--- src/rtl/tbsb_pkg.sv ---
// ----------------------------------------------------------------------------
// tbsb_pkg
// types, codes and the phase pin function of the strobe bus master
// ----------------------------------------------------------------------------
package tbsb_pkg;

	// pin_levels bit positions
	localparam logic [3:0] PIN_HIGH = 4'h8;
	localparam logic [3:0] PIN_LOW  = 4'h4;
	localparam logic [3:0] PIN_STB0 = 4'h2;
	localparam logic [3:0] PIN_STB1 = 4'h1;

	// operation codes
	localparam logic [1:0] OP_READ     = 2'd0;
	localparam logic [1:0] OP_WRITE    = 2'd1;
	localparam logic [1:0] OP_KICK     = 2'd2;
	localparam logic [1:0] OP_RESERVED = 2'd3;

	// phase codes
	localparam logic [2:0] PH_STROBES_UP = 3'd0;
	localparam logic [2:0] PH_ADDR_HIGH  = 3'd1;
	localparam logic [2:0] PH_ADDR_LOW   = 3'd2;
	localparam logic [2:0] PH_SLOT       = 3'd3;
	localparam logic [2:0] PH_DATA       = 3'd4;
	localparam logic [2:0] PH_RELEASE    = 3'd5;

	localparam logic [1:0] SLOT_FIRST = 2'd0;
	localparam logic [1:0] SLOT_LAST  = 2'd3;

	// configuration register indexes
	localparam logic [0:0] CFG_PHASE_LENGTH    = 1'b0;
	localparam logic [0:0] CFG_CONTROL_ADDRESS = 1'b1;

	typedef struct packed {
		logic       line_high;
		logic       line_low;
		logic       strobe_zero;
		logic       strobe_one;
		logic       busy_res;
		logic       done_res;
		logic [7:0] read_data;
	} res_t;

	// pin levels on entry to a phase
	function automatic logic [3:0] enter_pins(
		input logic [2:0] phase,
		input logic [1:0] op,
		input logic [1:0] slot,
		input logic [3:0] addr,
		input logic [7:0] data,
		input logic [3:0] pins
	);
		logic [1:0] sel;
		logic [1:0] dat;
		logic [3:0] p;
		if (op == OP_KICK) begin
			sel = {1'b1, data[1]};
			dat = data[0] ? 2'd2 : 2'd1;
		end else begin
			sel = slot;
			dat = data[{slot, 1'b0} +: 2];
		end
		p = pins;
		case (phase)
			PH_STROBES_UP: p = p | PIN_STB0 | PIN_STB1;
			PH_ADDR_HIGH:  p = {addr[3:2], 2'b00};
			PH_ADDR_LOW:   p = {addr[1:0], 1'b1, p[0]};
			PH_SLOT:       p = {sel, 1'b0, p[0]};
			PH_DATA:       p = {dat, p[1], 1'b1};
			default:       p = p & ~PIN_STB1;
		endcase
		return p;
	endfunction

endpackage

--- src/rtl/tbsb_core.sv ---
// ----------------------------------------------------------------------------
// tbsb_core
// slot and phase sequencer state with its next-state logic
// ----------------------------------------------------------------------------
module tbsb_core
	import tbsb_pkg::*;
(
	input  logic       clk,
	input  logic       arst_n,
	input  logic       step,
	input  logic       start_req,
	input  logic [1:0] func,
	input  logic [3:0] address,
	input  logic [7:0] write_data,
	input  logic [1:0] segment,
	input  logic       return_high,
	input  logic       return_low,
	input  logic       cfg_we,
	input  logic [0:0] cfg_index,
	input  logic [7:0] cfg_data,
	output res_t       res
);

	logic [7:0] plen_q;
	logic [3:0] ctl_q;
	logic [2:0] phase_q, n_phase;
	logic [1:0] slot_q, n_slot;
	logic [7:0] tick_q, n_tick;
	logic [1:0] op_q, n_op;
	logic       run_q, n_run;
	logic [3:0] addr_q, n_addr;
	logic [7:0] data_q, n_data;
	logic [7:0] acc_q, n_acc;
	logic [3:0] pins_q, n_pins;
	logic       done;
	logic [7:0] plen;
	logic [2:0] last_phase;
	logic [1:0] last_slot;

	assign plen       = (plen_q == 8'd0) ? 8'd1 : plen_q;
	assign last_phase = (op_q == OP_READ) ? PH_SLOT : PH_RELEASE;
	assign last_slot  = (op_q == OP_KICK) ? SLOT_FIRST : SLOT_LAST;

	always_comb begin
		n_phase = phase_q;
		n_slot  = slot_q;
		n_tick  = tick_q;
		n_op    = op_q;
		n_run   = run_q;
		n_addr  = addr_q;
		n_data  = data_q;
		n_acc   = acc_q;
		n_pins  = pins_q;
		done    = 1'b0;
		if (!run_q) begin
			if (start_req && func != OP_RESERVED) begin
				n_op = func;
				if (func == OP_KICK) begin
					n_addr = ctl_q;
					n_data = {6'd0, segment};
				end else begin
					n_addr = address;
					n_data = write_data;
				end
				n_run   = 1'b1;
				n_phase = PH_STROBES_UP;
				n_slot  = SLOT_FIRST;
				n_pins  = enter_pins(PH_STROBES_UP, n_op, SLOT_FIRST, n_addr, n_data, pins_q);
				n_tick  = 8'd1;
			end
		end else if (tick_q < plen) begin
			n_tick = tick_q + 8'd1;
		end else if (phase_q >= last_phase) begin
			// return pair is sampled as the slot phase closes
			if (op_q == OP_READ)
				n_acc[{slot_q, 1'b0} +: 2] = {return_high, return_low};
			if (slot_q >= last_slot) begin
				n_run = 1'b0;
				done  = 1'b1;
			end else begin
				n_slot  = slot_q + 2'd1;
				n_phase = PH_STROBES_UP;
				n_pins  = enter_pins(PH_STROBES_UP, op_q, n_slot, addr_q, data_q, pins_q);
				n_tick  = 8'd1;
			end
		end else begin
			n_phase = phase_q + 3'd1;
			n_pins  = enter_pins(n_phase, op_q, slot_q, addr_q, data_q, pins_q);
			n_tick  = 8'd1;
		end
	end

	always_ff @(posedge clk or negedge arst_n) begin
		if (!arst_n) begin
			phase_q <= PH_STROBES_UP;
			slot_q  <= SLOT_FIRST;
			tick_q  <= 8'd0;
			op_q    <= OP_READ;
			run_q   <= 1'b0;
			addr_q  <= 4'd0;
			data_q  <= 8'd0;
			acc_q   <= 8'd0;
			pins_q  <= 4'd0;
		end else if (step) begin
			phase_q <= n_phase;
			slot_q  <= n_slot;
			tick_q  <= n_tick;
			op_q    <= n_op;
			run_q   <= n_run;
			addr_q  <= n_addr;
			data_q  <= n_data;
			acc_q   <= n_acc;
			pins_q  <= n_pins;
		end
	end

	always_ff @(posedge clk or negedge arst_n) begin
		if (!arst_n) begin
			plen_q <= 8'd1;
			ctl_q  <= 4'd0;
		end else if (cfg_we) begin
			unique case (cfg_index)
				CFG_PHASE_LENGTH:    plen_q <= cfg_data;
				CFG_CONTROL_ADDRESS: ctl_q  <= cfg_data[3:0];
				default:             plen_q <= plen_q;
			endcase
		end
	end

	assign res.line_high   = n_pins[3];
	assign res.line_low    = n_pins[2];
	assign res.strobe_zero = n_pins[1];
	assign res.strobe_one  = n_pins[0];
	assign res.busy_res    = n_run;
	assign res.done_res    = done;
	assign res.read_data   = n_acc;

endmodule

--- src/rtl/two_bit_strobe_bus_master.sv ---
// result: each input transfer's result is formed combinationally and registered in the output register
// throughput: one tick per cycle; the sequencer state and output register both
// advance on each input transfer, and a result held by the receiver stalls the
// input until it drains
// reset: arst_n clears the sequencer to idle with all pins low, phase_length
// to one and control_address to zero
// ----------------------------------------------------------------------------
// two_bit_strobe_bus_master
// tick-driven master for a two-line strobe bus, stream in and stream out
// ----------------------------------------------------------------------------
module two_bit_strobe_bus_master
	import tbsb_pkg::*;
(
	input  logic        clk,
	input  logic        arst_n,
	input  logic        s_axis_tvalid,
	output logic        s_axis_tready,
	// start_req, address[3:0], write_data[7:0], segment[1:0], return_high,
	// return_low, zero fill
	input  logic [23:0] s_axis_tdata,
	// func[1:0]
	input  logic [1:0]  s_axis_tuser,
	output logic        m_axis_tvalid,
	input  logic        m_axis_tready,
	// line_high, line_low, strobe_zero, strobe_one, busy_res, done_res,
	// read_data[7:0], zero fill
	output logic [15:0] m_axis_tdata,
	input  logic        cfg_we,
	input  logic [0:0]  cfg_index,
	input  logic [7:0]  cfg_data
);

	logic step;
	res_t res;
	res_t res_q;
	logic out_valid_q;

	// room when the output register is empty or drains this cycle
	assign s_axis_tready = !out_valid_q || m_axis_tready;
	assign step          = s_axis_tvalid && s_axis_tready;

	tbsb_core u_core (
		.clk         (clk),
		.arst_n      (arst_n),
		.step        (step),
		.start_req   (s_axis_tdata[0]),
		.func        (s_axis_tuser),
		.address     (s_axis_tdata[4:1]),
		.write_data  (s_axis_tdata[12:5]),
		.segment     (s_axis_tdata[14:13]),
		.return_high (s_axis_tdata[15]),
		.return_low  (s_axis_tdata[16]),
		.cfg_we      (cfg_we),
		.cfg_index   (cfg_index),
		.cfg_data    (cfg_data),
		.res         (res)
	);

	always_ff @(posedge clk or negedge arst_n) begin
		if (!arst_n) begin
			out_valid_q <= 1'b0;
		end else if (step) begin
			out_valid_q <= 1'b1;
		end else if (m_axis_tready) begin
			out_valid_q <= 1'b0;
		end
	end

	always_ff @(posedge clk) begin
		if (step)
			res_q <= res;
	end

	assign m_axis_tvalid = out_valid_q;
	assign m_axis_tdata  = {2'b00, res_q.read_data, res_q.done_res, res_q.busy_res,
		res_q.strobe_one, res_q.strobe_zero, res_q.line_low, res_q.line_high};

endmodule

--- config.mk ---
export PLATFORM = sky130hd
export DESIGN_NAME = two_bit_strobe_bus_master
export DESIGN_NICKNAME = d
export VERILOG_FILES = /design/src/rtl/tbsb_pkg.sv /design/src/rtl/tbsb_core.sv /design/src/rtl/two_bit_strobe_bus_master.sv
export SDC_FILE = /design/constraint.sdc
export NUM_CORES = 1
export LEC_CHECK = 0
export BUFFER_PORTS_ARGS = -buffer_cell sky130_fd_sc_hd__buf_2
export CAP_MARGIN = 5
export CORE_ASPECT_RATIO = 1.5
export CORE_MARGIN = 2
export CORE_UTILIZATION = 61
export DETAILED_ROUTE_END_ITERATION = 12
export MAX_ROUTING_LAYER = met4
export PLACE_DENSITY = 0.85
export REMOVE_ABC_BUFFERS = 1
export SLEW_MARGIN = 20
export SYNTH_ARGS = -nofsm -noshare
export SYNTH_HDL_FRONTEND = slang
export SYNTH_HIERARCHICAL = 1
export SYNTH_SLANG_ARGS = --single-unit
--- constraint.sdc ---
create_clock -name clk -period 4.7 [get_ports clk]
set_input_delay 1.41 -clock clk [delete_from_list [all_inputs] [get_ports clk]]
set_output_delay 1.41 -clock clk [all_outputs]
set_load 0.03 [all_outputs]
==> key figures <==
Die
  • Die area: 6620 um^2
  • # IOs: 58
  • Core area: 5790 um^2
  • Die Span X: 67.1 um
  • Die height: 98.6 um
  • Num rows: 34
  • Starting Density: 62.9%

Synthesis
  • Netlist Area Pre-Place: 3640 um^2
  • Top cell type's share of synthesized area: 35.7%
  • Ys async rst share: 79.1%
  • Ys Warns: 6
  • Synth Flop Type: dfrtp_1
  • Yosys top cell by area: dfrtp_1
  • Most frequent cell after synthesis: dfrtp_1
  • Top post-synthesis cells by area: dfrtp_1 36%, edfxtp_1 12%, ha_1 8.2%, mux2_2 7.1%, nand2_1 4.4%
  • Synthesis-stage register bit count: 67
  • Synthesized netlist cell count: 346
  • Number of synthesized flops with an enable pin: 14
  • Sequential share of the synthesized area: 48.0%
  • Top post-synthesis cells by count: 52 x dfrtp_1, 43 x nand2_1, 30 x o21ai_0
  • Avg Inst Size Synth: 10.5 um^2
  • Netlist cell types: 50

GRT
  • Met2 Use GR: 46.4%
  • GR Util All Layers: 26.3%
  • Met3 Use GR: 4.68%
  • Global-route met1 utilization: 27.4%
  • GRT Residual Overflow: 0
  • Antenna violations before repair: 0
  • Vias in the first global route: 2,869
  • Pin count of the biggest net entering global routing: 45
  • GR peak layer: met2
  • First-pass GRT wire length: 12.8 mm

Place
  • GP Congestion: 0.906
  • Hpwl dp: 5.65 mm
  • Cell total after placement: 458
  • Port Buffers: 48

Clock tree
  • Clock Pin Slew Worst Setup and Hold Paths: 0.07 ns
  • CTS Buf Count: 9
  • Clk_lat worst skew: 0.34 ns
  • CTS max path bufs: 2
  • CTS resizes: 0
  • Clock sinks: 67
  • Root Driver: clkbuf_8
  • Post-CTS Hold Buffers: 0
  • CTS tree: built
  • H-tree depth: 3
  • Setup repair bufs after CTS: 0

Job
  • Max-Cap Viols: 0

Detailed routing
  • Number of DRC markers in iteration 0: 95
  • DR WL/cell: 15.9 um
  • Vias: 2,807
  • DRT Pass-1 Iters: 5
  • Drt drc: 0
  • Routed wire length: 7.54 mm
  • Via/cell ratio: 5.91
  • Post-route ant nets: 0

Pwr
  • P_int: 1.33 mW
  • Power per cell area: 522 nW/um^2
  • Sw power: 0.833 mW
  • Sw Ratio: 38.4%
  • Peak VDD IR: 298 uV
  • Combinational power share: 37.6%
  • Clock Power Share: 21.9%
  • Lkg Pwr: 1.96 nW
  • Reg power frac: 40.5%

Timing
  • Relative slew slack: 44.6%
  • Slew Limit Fails: 0
  • Setup_tns: 0 ns
  • Tcrit/Tclk final: 68.7%
  • Period minus WS final: 3.23 ns
  • Skew final: 0.00773 ns
  • Worst-margin pin slew: 0.832 ns
  • Unrepaired setup endpoints after global routing: false
  • Max Clk Rate: 310 MHz
  • Final hold violation count: 0
  • Final Setup Violations: 0

Critical path
  • Critical Path Max Stage Delay: 0.17 ns
  • Reg-to-reg slack, setup: 1.89 ns
  • CP startpoint: m_axis_tready
  • CP Max Fanout: 3
  • Setup CP Type: primary input to primary output
  • Most frequent CP cell: buf_2
  • R2R Path End: m_axis_tdata[11]
  • Reg2Reg Launch Point: u_core/op_q[1]
  • CP Data Required Time: 3.29 ns
  • CP cell instances: buf_2, nand2b_4, buf_2
  • Crit path launch type: primary input
  • CP Capture Point: s_axis_tready
  • Crit-path slowest cell: buf_2
  • Worst Reg2Reg Path Length in Cells: 8
  • CP Capture Type: primary output
  • Crit path DAT: 1.82 ns

Finish
  • Number of inserted diodes: 0
  • Layout cells sized above 1: 25.3%
  • Layout Nets: 462
  • Area delta synth->final: 14.1%
  • Non-Filler Instances: 475

Status
  • Status: complete, no violations

Hold path
  • Worst hold path class: register to register
[worst min-delay path by stage]
stage	startpoint	cells past startpoint	slack (ns)	to
floorplan	u_core/data_q[4]	2	0.44	u_core/data_q[4]
global route	u_core/data_q[4]	2	0.52	u_core/data_q[4]
CTS	u_core/data_q[7]	2	0.49	u_core/data_q[7]
detailed placement	u_core/data_q[6]	2	0.47	u_core/data_q[6]
global placement	u_core/data_q[6]	2	0.46	u_core/data_q[6]
finish	u_core/addr_q[1]	2	0.49	u_core/addr_q[1]
[power groups by stage]
stage / clock network [mW] / registers [mW] / logic, mW
6_report: 0.474 / 0.879 / 0.814
5_1_grt: 0.502 / 0.896 / 0.914
4_1_cts: 0.484 / 0.875 / 0.810
3_5_place_dp: 0 / 0.884 / 0.803
3_3_place_gp: 0 / 0.877 / 0.763
2_1_floorplan: 0 / 0.874 / 0.581
[through the flow]
| stage | area [um^2] | utilization, % | hold WS [ns] | power (mW) | setup WS [ns] |
|---|---|---|---|---|---|
| 2_1_floorplan | 3590 | - | 0.445 | 1.45 | 1.71 |
| 4_1_cts | 4140 | 71.5 | 0.492 | 2.17 | 1.47 |
| 6_report | 4160 | 71.8 | 0.490 | 2.17 | 1.47 |
| 3_3_place_gp | 3930 | 67.9 | 0.459 | 1.64 | 1.45 |
| 3_5_place_dp | 3930 | 67.9 | 0.475 | 1.69 | 1.39 |
| 5_1_grt | 4160 | 71.8 | 0.518 | 2.31 | 1.46 |
[registers in the layout, summed over array words and instances, names as in the netlist]
name,count
m_axis_tdata,14
m_axis_tvalid,1
u_core/acc_q,8
u_core/addr_q,4
u_core/ctl_q,4
u_core/data_q,8
u_core/op_q,2
u_core/phase_q,3
u_core/pins_q,4
u_core/plen_q,8
u_core/run_q,1
u_core/slot_q,2
u_core/tick_q,8
[per-layer routing]
layer  vias to the layer above  share of wire, %
met5                         -                 0
met4                         0               2.9
met3                        22               3.7
met2                        81                57
met1                      1355                37
li1                       1349                 -
[critical path: cells and delay by family]
kind / cells / cell delay (ns)
AND/OR/NAND/NOR: 1 / 0.14
buffers and inverters: 2 / 0.27
[cell usage in the layout, fill, tap and decap left out, drive strengths merged, types with 4 or more instances in the layout]
cell     synthesis  routed
mux2            23      23
o2bb2ai          4       4
nand3           13      13
a21oi           16      16
o32a             4       4
inv             23      25
nor2            17      17
buf              4      50
a21o             7       7
clkbuf           6      12
dfrtp           52      52
nor4             4       4
nand2           43      43
mux2i            7       7
edfxtp          14      14
o21ai           31      31
ha              24      24
nand2b           9       9
[logic make-up (layout without fill, tap and decap cells)]
kind of cell / count (synthesis) / in the layout / share of synthesized area (%)
AO/OA/AOI/OAI: 84 / 84 / 15.6
other: 1 / 2 / 0.103
multiplexers: 32 / 32 / 10.3
AND/OR/NAND/NOR: 105 / 105 / 13.9
adder cells (fa/ha/maj): 24 / 24 / 8.25
buffers and inverters: 33 / 89 / 3.81
flip-flops: 67 / 67 / 48.0
[final cells by class]
cell class	count	area, um^2
clock buffer	12	176
sequential	67	1750
fill	437	1630
multi-input combinational	247	1760
clock inverter	4	28.8
timing repair buffer	50	268
tap	72	90.1
inverter	23	86.3
No activity file was read; power rests on OpenSTA's default activity.
